<file path="src/hw/rtl/rle_pkg.sv">
package rle_pkg;

  // Longest run written as one length/byte pair.
  localparam logic [7:0] MaxRun = 8'd128;

  // Literal stretch storage.
  localparam int unsigned LitDepth = 128;
  localparam int unsigned LitAw = $clog2(LitDepth);
  localparam logic [7:0] LitMax = 8'(LitDepth);

  localparam logic [7:0] TermByte = 8'd128;
  localparam logic [8:0] RunBase = 9'd257;

  // One encoded byte handed from the sequencer to the chunk packer.
  typedef struct packed {
    logic       valid;
    logic [7:0] data;
    logic       last;
  } emit_t;

endpackage

</file>
<file path="src/hw/rtl/rle_if.sv">
interface rle_in_if;
  logic       valid;
  logic       ready;
  logic [7:0] data_byte;
  logic       byte_present;
  logic       end_of_data;

  modport source (output valid, output data_byte, output byte_present, output end_of_data,
                  input ready);
  modport sink (input valid, input data_byte, input byte_present, input end_of_data,
                output ready);
endinterface

interface rle_out_if;
  logic        valid;
  logic        ready;
  logic [63:0] out_chunk;
  logic [3:0]  chunk_bytes;
  logic        stream_done;

  modport source (output valid, output out_chunk, output chunk_bytes, output stream_done,
                  input ready);
  modport sink (input valid, input out_chunk, input chunk_bytes, input stream_done,
                output ready);
endinterface

</file>
<file path="src/hw/rtl/rle_ram.sv">
module rle_ram #(
  parameter int unsigned Width = 8,
  parameter int unsigned Depth = 128
) (
  input  logic                     clk_i,
  input  logic                     we_i,
  input  logic [$clog2(Depth)-1:0] waddr_i,
  input  logic [Width-1:0]         wdata_i,
  input  logic [$clog2(Depth)-1:0] raddr_i,
  output logic [Width-1:0]         rdata_o
);

  logic [Width-1:0] mem_q [Depth];
  logic [Width-1:0] rdata_q;

  always_ff @(posedge clk_i) begin
    if (we_i) begin
      mem_q[waddr_i] <= wdata_i;
    end
    rdata_q <= mem_q[raddr_i];
  end

  assign rdata_o = rdata_q;

endmodule

</file>
<file path="src/hw/rtl/rle_pack.sv">
module rle_pack
  import rle_pkg::*;
(
  input  logic             clk_i,
  input  logic             rst_ni,
  input  emit_t            emit_i,
  output logic             emit_ready_o,
  rle_out_if.source        out_o
);

  logic [63:0] pack_q, pack_d;
  logic [2:0]  fill_q, fill_d;
  logic        out_valid_q, out_valid_d;
  logic [63:0] chunk_q, chunk_d;
  logic [3:0]  count_q, count_d;
  logic        done_q, done_d;

  logic [63:0] merged;
  logic        completes;
  logic        slot_free;
  logic        take;

  // Slot s of the chunk sits at bits 63-8s down to 56-8s.
  assign merged    = pack_q | (64'(emit_i.data) << {3'(~fill_q), 3'b000});
  assign completes = (fill_q == 3'd7) || emit_i.last;
  assign slot_free = !out_valid_q || out_o.ready;
  assign emit_ready_o = !completes || slot_free;
  assign take      = emit_i.valid && emit_ready_o;

  always_comb begin
    pack_d      = pack_q;
    fill_d      = fill_q;
    out_valid_d = out_valid_q && !out_o.ready;
    chunk_d     = chunk_q;
    count_d     = count_q;
    done_d      = done_q;
    if (take) begin
      if (completes) begin
        out_valid_d = 1'b1;
        chunk_d     = merged;
        count_d     = 4'(fill_q) + 4'd1;
        done_d      = emit_i.last;
        pack_d      = '0;
        fill_d      = '0;
      end else begin
        pack_d = merged;
        fill_d = fill_q + 3'd1;
      end
    end
  end

  always_ff @(posedge clk_i or negedge rst_ni) begin
    if (!rst_ni) begin
      pack_q      <= '0;
      fill_q      <= '0;
      out_valid_q <= 1'b0;
    end else begin
      pack_q      <= pack_d;
      fill_q      <= fill_d;
      out_valid_q <= out_valid_d;
    end
  end

  always_ff @(posedge clk_i) begin
    chunk_q <= chunk_d;
    count_q <= count_d;
    done_q  <= done_d;
  end

  assign out_o.valid       = out_valid_q;
  assign out_o.out_chunk   = chunk_q;
  assign out_o.chunk_bytes = count_q;
  assign out_o.stream_done = done_q;

endmodule

</file>
<file path="src/hw/rtl/run_length_byte_encoder.sv">
// Channel  Dir  Payload                                  Role
// in_i     in   data_byte, byte_present, end_of_data     raw bytes and end mark
// out_o    out  out_chunk, chunk_bytes, stream_done      encoded 8-byte chunks
//
// An item is taken in ST_IDLE; the sequencer then makes one decision per cycle in ST_SETTLE
// (window shift, run growth or literal store write) and emits each encoded byte in turn.
// A literal flush reads the stretch back from the literal RAM one entry per cycle while
// the packer takes bytes; it stalls when a completed chunk finds the output register full.
// No clearing pass after reset: the literal RAM is only read where written.
// A full output register stalls the sequencer only when a chunk completes.
module run_length_byte_encoder
  import rle_pkg::*;
(
  input  logic   clk_i,
  input  logic   rst_ni,
  rle_in_if.sink in_i,
  rle_out_if.source out_o
);

  typedef enum logic [2:0] {
    ST_IDLE,
    ST_SETTLE,
    ST_REP_LEN,
    ST_REP_BYTE,
    ST_LIT_LEN,
    ST_LIT_DATA,
    ST_TERM
  } state_e;

  state_e           state_q, state_d;
  logic [7:0]       win_q [3];
  logic [7:0]       win_d [3];
  logic [1:0]       wfill_q, wfill_d;
  logic [7:0]       lit_count_q, lit_count_d;
  logic [7:0]       rep_byte_q, rep_byte_d;
  logic [7:0]       rep_count_q, rep_count_d;
  logic             end_q, end_d;
  logic [LitAw-1:0] idx_q, idx_d;

  emit_t            emit;
  logic             emit_ready;
  logic             ram_we;
  logic [7:0]       ram_rdata;
  logic             in_take;
  state_e           settled;

  assign in_i.ready = (state_q == ST_IDLE);
  assign in_take    = in_i.valid && in_i.ready;
  assign settled    = end_q ? ST_TERM : ST_IDLE;

  always_comb begin
    state_d     = state_q;
    win_d       = win_q;
    wfill_d     = wfill_q;
    lit_count_d = lit_count_q;
    rep_byte_d  = rep_byte_q;
    rep_count_d = rep_count_q;
    end_d       = end_q;
    idx_d       = idx_q;
    ram_we      = 1'b0;
    emit        = '0;

    case (state_q)
      ST_IDLE: begin
        if (in_take) begin
          end_d   = in_i.end_of_data;
          state_d = ST_SETTLE;
          if (in_i.byte_present && wfill_q != 2'd3) begin
            case (wfill_q)
              2'd0:    win_d[0] = in_i.data_byte;
              2'd1:    win_d[1] = in_i.data_byte;
              default: win_d[2] = in_i.data_byte;
            endcase
            wfill_d = wfill_q + 2'd1;
          end
        end
      end

      ST_SETTLE: begin
        if (rep_count_q != 8'd0) begin
          if (rep_count_q >= MaxRun) begin
            state_d = ST_REP_LEN;
          end else if (wfill_q == 2'd0) begin
            state_d = end_q ? ST_REP_LEN : ST_IDLE;
          end else if (win_q[0] == rep_byte_q) begin
            win_d[0]    = win_q[1];
            win_d[1]    = win_q[2];
            win_d[2]    = '0;
            wfill_d     = wfill_q - 2'd1;
            rep_count_d = rep_count_q + 8'd1;
          end else begin
            state_d = ST_REP_LEN;
          end
        end else if (lit_count_q != 8'd0) begin
          if (wfill_q == 2'd0) begin
            if (end_q) begin
              state_d = ST_LIT_LEN;
              idx_d   = '0;
            end else begin
              state_d = ST_IDLE;
            end
          end else if (lit_count_q >= LitMax ||
                       (wfill_q == 2'd3 && win_q[0] == win_q[1] && win_q[0] == win_q[2])) begin
            state_d = ST_LIT_LEN;
            idx_d   = '0;
          end else if (wfill_q != 2'd3 && !end_q) begin
            state_d = ST_IDLE;
          end else begin
            ram_we      = 1'b1;
            win_d[0]    = win_q[1];
            win_d[1]    = win_q[2];
            win_d[2]    = '0;
            wfill_d     = wfill_q - 2'd1;
            lit_count_d = lit_count_q + 8'd1;
          end
        end else begin
          if (wfill_q == 2'd0 || (wfill_q == 2'd1 && !end_q)) begin
            state_d = settled;
          end else if (wfill_q != 2'd1 && win_q[0] == win_q[1]) begin
            rep_byte_d  = win_q[0];
            rep_count_d = 8'd2;
            win_d[0]    = win_q[2];
            win_d[1]    = '0;
            win_d[2]    = '0;
            wfill_d     = wfill_q - 2'd2;
          end else begin
            // The write address is lit_count, which is zero here.
            ram_we      = 1'b1;
            win_d[0]    = win_q[1];
            win_d[1]    = win_q[2];
            win_d[2]    = '0;
            wfill_d     = wfill_q - 2'd1;
            lit_count_d = 8'd1;
          end
        end
        // A stream end with nothing left to settle goes on to the terminator.
        if (state_d == ST_IDLE) begin
          state_d = settled;
        end
      end

      ST_REP_LEN: begin
        emit.valid = 1'b1;
        emit.data  = 8'(RunBase - 9'(rep_count_q));
        if (emit_ready) begin
          state_d = ST_REP_BYTE;
        end
      end

      ST_REP_BYTE: begin
        emit.valid = 1'b1;
        emit.data  = rep_byte_q;
        if (emit_ready) begin
          rep_count_d = '0;
          state_d     = ST_SETTLE;
        end
      end

      ST_LIT_LEN: begin
        emit.valid = 1'b1;
        emit.data  = lit_count_q - 8'd1;
        if (emit_ready) begin
          state_d = ST_LIT_DATA;
        end
      end

      ST_LIT_DATA: begin
        // The RAM reads at idx_d, so the data here belongs to idx_q.
        emit.valid = 1'b1;
        emit.data  = ram_rdata;
        if (emit_ready) begin
          if ({1'b0, idx_q} == lit_count_q - 8'd1) begin
            lit_count_d = '0;
            state_d     = ST_SETTLE;
          end else begin
            idx_d = idx_q + LitAw'(1);
          end
        end
      end

      ST_TERM: begin
        emit.valid = 1'b1;
        emit.data  = TermByte;
        emit.last  = 1'b1;
        if (emit_ready) begin
          lit_count_d = '0;
          rep_count_d = '0;
          rep_byte_d  = '0;
          wfill_d     = '0;
          win_d[0]    = '0;
          win_d[1]    = '0;
          win_d[2]    = '0;
          end_d       = 1'b0;
          state_d     = ST_IDLE;
        end
      end

      default: begin
        state_d = ST_IDLE;
      end
    endcase
  end

  always_ff @(posedge clk_i or negedge rst_ni) begin
    if (!rst_ni) begin
      state_q     <= ST_IDLE;
      win_q[0]    <= '0;
      win_q[1]    <= '0;
      win_q[2]    <= '0;
      wfill_q     <= '0;
      lit_count_q <= '0;
      rep_byte_q  <= '0;
      rep_count_q <= '0;
      end_q       <= 1'b0;
      idx_q       <= '0;
    end else begin
      state_q     <= state_d;
      win_q       <= win_d;
      wfill_q     <= wfill_d;
      lit_count_q <= lit_count_d;
      rep_byte_q  <= rep_byte_d;
      rep_count_q <= rep_count_d;
      end_q       <= end_d;
      idx_q       <= idx_d;
    end
  end

  rle_ram #(
    .Width(8),
    .Depth(LitDepth)
  ) u_lit_ram (
    .clk_i   (clk_i),
    .we_i    (ram_we),
    .waddr_i (lit_count_q[LitAw-1:0]),
    .wdata_i (win_q[0]),
    .raddr_i (idx_d),
    .rdata_o (ram_rdata)
  );

  rle_pack u_pack (
    .clk_i        (clk_i),
    .rst_ni       (rst_ni),
    .emit_i       (emit),
    .emit_ready_o (emit_ready),
    .out_o        (out_o)
  );

endmodule

</file>
<file path="src/flat_wrapper.sv">
// flat-port wrapper written by rule: the top's interface ports become plain ports
module run_length_byte_encoder_flat import rle_pkg::*;
  (clk_i, rst_ni, in_i_valid, in_i_data_byte, in_i_byte_present, in_i_end_of_data, in_i_ready, out_o_valid, out_o_out_chunk, out_o_chunk_bytes, out_o_stream_done, out_o_ready);
  rle_in_if in_i_i ();
  rle_out_if out_o_i ();
  input  logic clk_i;
  input  logic rst_ni;
  input wire logic [$bits(in_i_i.valid)-1:0] in_i_valid;
  input wire logic [$bits(in_i_i.data_byte)-1:0] in_i_data_byte;
  input wire logic [$bits(in_i_i.byte_present)-1:0] in_i_byte_present;
  input wire logic [$bits(in_i_i.end_of_data)-1:0] in_i_end_of_data;
  output wire logic [$bits(in_i_i.ready)-1:0] in_i_ready;
  output wire logic [$bits(out_o_i.valid)-1:0] out_o_valid;
  output wire logic [$bits(out_o_i.out_chunk)-1:0] out_o_out_chunk;
  output wire logic [$bits(out_o_i.chunk_bytes)-1:0] out_o_chunk_bytes;
  output wire logic [$bits(out_o_i.stream_done)-1:0] out_o_stream_done;
  input wire logic [$bits(out_o_i.ready)-1:0] out_o_ready;
  assign in_i_i.valid = in_i_valid;
  assign in_i_i.data_byte = in_i_data_byte;
  assign in_i_i.byte_present = in_i_byte_present;
  assign in_i_i.end_of_data = in_i_end_of_data;
  assign in_i_ready = in_i_i.ready;
  assign out_o_valid = out_o_i.valid;
  assign out_o_out_chunk = out_o_i.out_chunk;
  assign out_o_chunk_bytes = out_o_i.chunk_bytes;
  assign out_o_stream_done = out_o_i.stream_done;
  assign out_o_i.ready = out_o_ready;
  run_length_byte_encoder u_core (.clk_i(clk_i), .rst_ni(rst_ni), .in_i(in_i_i), .out_o(out_o_i));
endmodule
</file>
<file path="config.mk">
export PLATFORM = sky130hd
export DESIGN_NAME = run_length_byte_encoder_flat
export DESIGN_NICKNAME = d
export VERILOG_FILES = /design/src/hw/rtl/rle_pkg.sv /design/src/hw/rtl/rle_if.sv /design/src/hw/rtl/rle_ram.sv /design/src/hw/rtl/rle_pack.sv /design/src/hw/rtl/run_length_byte_encoder.sv /design/src/flat_wrapper.sv
export SDC_FILE = /design/constraint.sdc
export NUM_CORES = 2
export LEC_CHECK = 0
export ABC_AREA = 1
export BUFFER_PORTS_ARGS = -buffer_cell sky130_fd_sc_hd__buf_2
export CAP_MARGIN = 20
export CORE_UTILIZATION = 42
export CTS_BUF_LIST = sky130_fd_sc_hd__clkbuf_4 sky130_fd_sc_hd__clkbuf_8
export CTS_CLUSTER_SIZE = 40
export DETAILED_ROUTE_END_ITERATION = 10
export PLACE_DENSITY = 0.56
export SKIP_CTS_REPAIR_TIMING = 1
export SYNTH_ARGS = -nofsm -noshare
export SYNTH_HDL_FRONTEND = slang
export SYNTH_HIERARCHICAL = 1
export SYNTH_SLANG_ARGS = --single-unit
</file>
<file path="constraint.sdc">
create_clock -name clk_i -period 9.4 [get_ports clk_i]
set_clock_uncertainty 0.15 [all_clocks]
set_input_delay 0.47 -clock clk_i [delete_from_list [all_inputs] [get_ports clk_i]]
set_output_delay 0.47 -clock clk_i [all_outputs]
set_load 0.01 [all_outputs]
</file>
==> flow_metrics.py <==
metrics = {
    "synth": {
        "yosys_warnings": 6,
        "seq_area_frac_synth": 0.686,
        "synth_area_sq_um": 52800,
        "synth_area_per_cell_sq_um": 10.8,
        "yosys.area.top_type_share": 0.622,
        "synth_area_leaders": "edfxtp_1 62%, nand2_1 12%, nand3_1 10%",
        "syn_inst": 4871,
        "yosysMostFrequentCell": "nand2_1",
        "synth_top_area_cell": "edfxtp_1",
        "async_reset_ff_frac": 0.105,
        "ys_ff_latch": 1230,
        "yosys-top-cells-count": "1624 x nand2_1, 1093 x edfxtp_1, 1081 x nand3_1, 211 x nor2_1, 180 x inv_1",
        "synth_nets": 4897,
        "ys_types": 56,
        "synth_edf_count": 1093,
        "synth_flop_cell": "edfxtp_1",
    },
    "global_route": {
        "grt_pass1_vias": 34500,
        "overflow": 0,
        "antenna_found_initial": 2,
        "grt_max_degree": 232,
        "grt_use_total": 0.228,
        "grt_first_pass_wirelength_microns": 219000,
    },
    "critical_path": {
        "critPathTopFamily": "buffers and inverters",
        "cp_slowest_cell": "dfrtp_1",
        "max_stage_delay_ns": 0.67,
        "cpMostUsedCell": "nand2_1",
        "criticalPathCategory": "flop to flop",
        "worst_setup_path_start_kind": "flop",
        "critPathCaptureType": "flop",
        "r2r_slack_ns": 2.85,
        "worstPathArrival_ns": 7.26,
        "crit_fanout": 147,
        "crit_chain": "ha_1, ha_1, nor2_4, buf_4, nor2_2, inv_2, nand2_1, nor2_1, inv_1, o21ai_4, buf_4, buf_4, buf_12, nand2_1, nand3_1, nand3_1, nand3_1, nand2_1, nand2_1, nand3_1, nand2_1, nand2_1, nand2_1",
        "cp.required_ns": 10.11,
        "critPathBufInv": 6,
    },
    "placed_design": {
        "port_buffers": 84,
        "dp.final_hpwl_microns": 81100,
        "gp_congestion": 0.863,
    },
    "floorplanning": {
        "rows": 129,
        "die-area_sq_um": 127000,
        "dieWidth_microns": 356,
        "coreArea_sq_um": 124000,
        "die_h_microns": 356,
        "io_pins": 85,
        "start_util": 0.425,
    },
    "timing": {
        "holdWs_ns": -0.00343,
        "setup_viol": 0,
        "finalHoldViolCount": 2,
        "slew_violations": 0,
        "max_clock_freq_mhz": 153,
        "worstMarginPinSlew_ns": 1.12,
        "fin_setup_tns_ns": 0,
        "fin_crit_sh": 0.697,
        "slew_headroom": 0.256,
        "finalCriticalPeriod_ns": 6.55,
        "rsz0062_at_grt": "no",
    },
    "outcome": {
        "status": "finished with violations",
        "violations": "negative hold slack",
    },
    "cts": {
        "cts_sinks": 1230,
        "cts_tree": "built",
        "cts_made_buffers": 205,
        "cts_max_path_buffers": 3,
        "htreeDepth": 4,
        "clk_pin_slew_worst_paths_ns": 0.06,
        "clockRootBuffer": "clkbuf_8",
        "clk_latency_ns": 0.92,
    },
    "pwr": {
        "leakagePower_uw": 0.0223,
        "peakVddDrop_mv": 0.224,
        "power_density_nw_per_um2": 309,
    },
    "layout": {
        "fillers": 11300,
        "drive_above_1_share": 0.116,
        "synthToLayoutAreaGrowth_pct": 10.9,
        "fin_nets": 4970,
    },
    "route": {
        "via_count": 36200,
        "drt_iter0_markers": 3518,
        "ant_nets": 0,
        "routed_wirelength_microns": 146000,
        "firstDrtPassIters": 5,
        "drc": 0,
        "vias_per_cell": 5.36,
        "detail_route.wl_per_cell_microns": 21.6,
    },
    "run": {
        "max-cap-violations": 0,
    },
    "min_path": {
        "hold_class": "primary input to asynchronous set/reset pin",
    },
}
[final timing paths]
path                       cells after the start                     endpoint                     from
setup / recovery                              23  u_core/u_lit_ram/rdata_o[2]  u_core/u_pack/fill_q[0]
setup reg to reg                              23  u_core/u_lit_ram/rdata_o[2]  u_core/u_pack/fill_q[0]
hold / removal                                 2     u_core/u_pack/pack_q[38]                   rst_ni
hold reg to reg                                2      u_core/u_pack/pack_q[3]  u_core/u_pack/pack_q[3]
min in group clk_i                             6            u_core/wfill_q[1]        in_i_byte_present
max in group asynchronous                      3             u_core/win_q[23]                   rst_ni
[cell families (layout without fill, tap and decap cells)]
kind of cell,count (synthesis),count (layout),share of synthesized area
simple gates,3011,3011,0.247
other cells,0,2,0
compound gates,122,122,0.0153
fa+ha+maj,12,12,0.00285
buf+inv,479,723,0.0457
xor+xnor,17,17,0.00282
flops,1230,1230,0.686
[worst reg2reg max path: cells and delay by family, from the launching register on]
family / cells / cell delay (ns)
AO/OA/AOI/OAI: 1 / 0.32
adder cells (fa/ha/maj): 2 / 0.57
buffers and inverters: 6 / 2.80
flip-flops: 1 / 0.67
AND/OR/NAND/NOR: 14 / 2.01
[layout by cell type, fill, tap and decap left out, drive strengths merged, types with 8 or more instances in the layout]
| cell type | synthesis | final |
|---|---|---|
| buf | 237 | 133 |
| ha | 12 | 12 |
| clkbuf | 43 | 319 |
| dfrtp | 129 | 129 |
| a21oi | 15 | 15 |
| xor2 | 12 | 12 |
| nor2 | 231 | 231 |
| inv | 199 | 204 |
| dlygate4sd3 | 0 | 13 |
| o21bai | 10 | 10 |
| clkinv | 0 | 47 |
| edfxtp | 1093 | 1093 |
| nand3 | 1086 | 1086 |
| nand2 | 1638 | 1638 |
| dfxtp | 8 | 8 |
| o21ai | 78 | 78 |
| nand4 | 26 | 26 |
| nor3 | 17 | 17 |
[power by group]
group          switching [uW]  internal [uW]
combinational            4430           1450
sequential                462           6840
clock                    2190           2710
[routing by layer]
layer | routed length (microns) | global-route usage | share of wire | up-vias
met5 | 0 | 0 | 0 | -
met4 | 3880 | 0.0784 | 0.027 | 0
met3 | 9110 | 0.0341 | 0.062 | 245
met2 | 68200 | 0.358 | 0.47 | 1261
met1 | 64800 | 0.324 | 0.44 | 17700
li1 | - | - | - | 17000
[state kept, by name, summed over array words and instances (netlist names)]
name and count:
u_core/u_lit_ram/mem_q 1024, u_core/u_pack/out_o.out_chunk 64, u_core/u_pack/pack_q 64, u_core/win_q 24
u_core/lit_count_q 8, u_core/rep_byte_q 8, u_core/rep_count_q 8, u_core/u_lit_ram/rdata_o 8
u_core/idx_q 7, u_core/u_pack/out_o.chunk_bytes 4, u_core/state_q 3, u_core/u_pack/fill_q 3
u_core/wfill_q 2, u_core/end_q 1, u_core/u_pack/out_o.stream_done 1, u_core/u_pack/out_o.valid 1
[layout make-up]
cell class / instances / area (sq um) / area share
Tap cell: 1637 / 2050 / 0.0350
Inverter: 199 / 779 / 0.0133
Antenna cell: 2 / 5.00 / 0.0000855
Multi-Input combinational cell: 3162 / 14200 / 0.242
Sequential cell: 1230 / 36200 / 0.619
Clock buffer: 319 / 3830 / 0.0655
Timing Repair Buffer: 146 / 978 / 0.0167
Clock inverter: 59 / 455 / 0.00778
[stage by stage]
step / std cells / util / power, uW / instance area (sq um) / setup WS (ns)
floorplan: 4871 / - / 11300 / 52800 / 5.00
global placement: 6360 / 0.436 / 13200 / 54100 / 2.95
detailed placement: 6360 / 0.436 / 13300 / 54100 / 2.89
CTS: 6738 / 0.470 / 18200 / 58400 / 2.88
global route: 6754 / 0.471 / 19000 / 58500 / 2.45
finish: 6754 / 0.471 / 18100 / 58500 / 2.85
No activity file was read; power rests on OpenSTA's default activity.
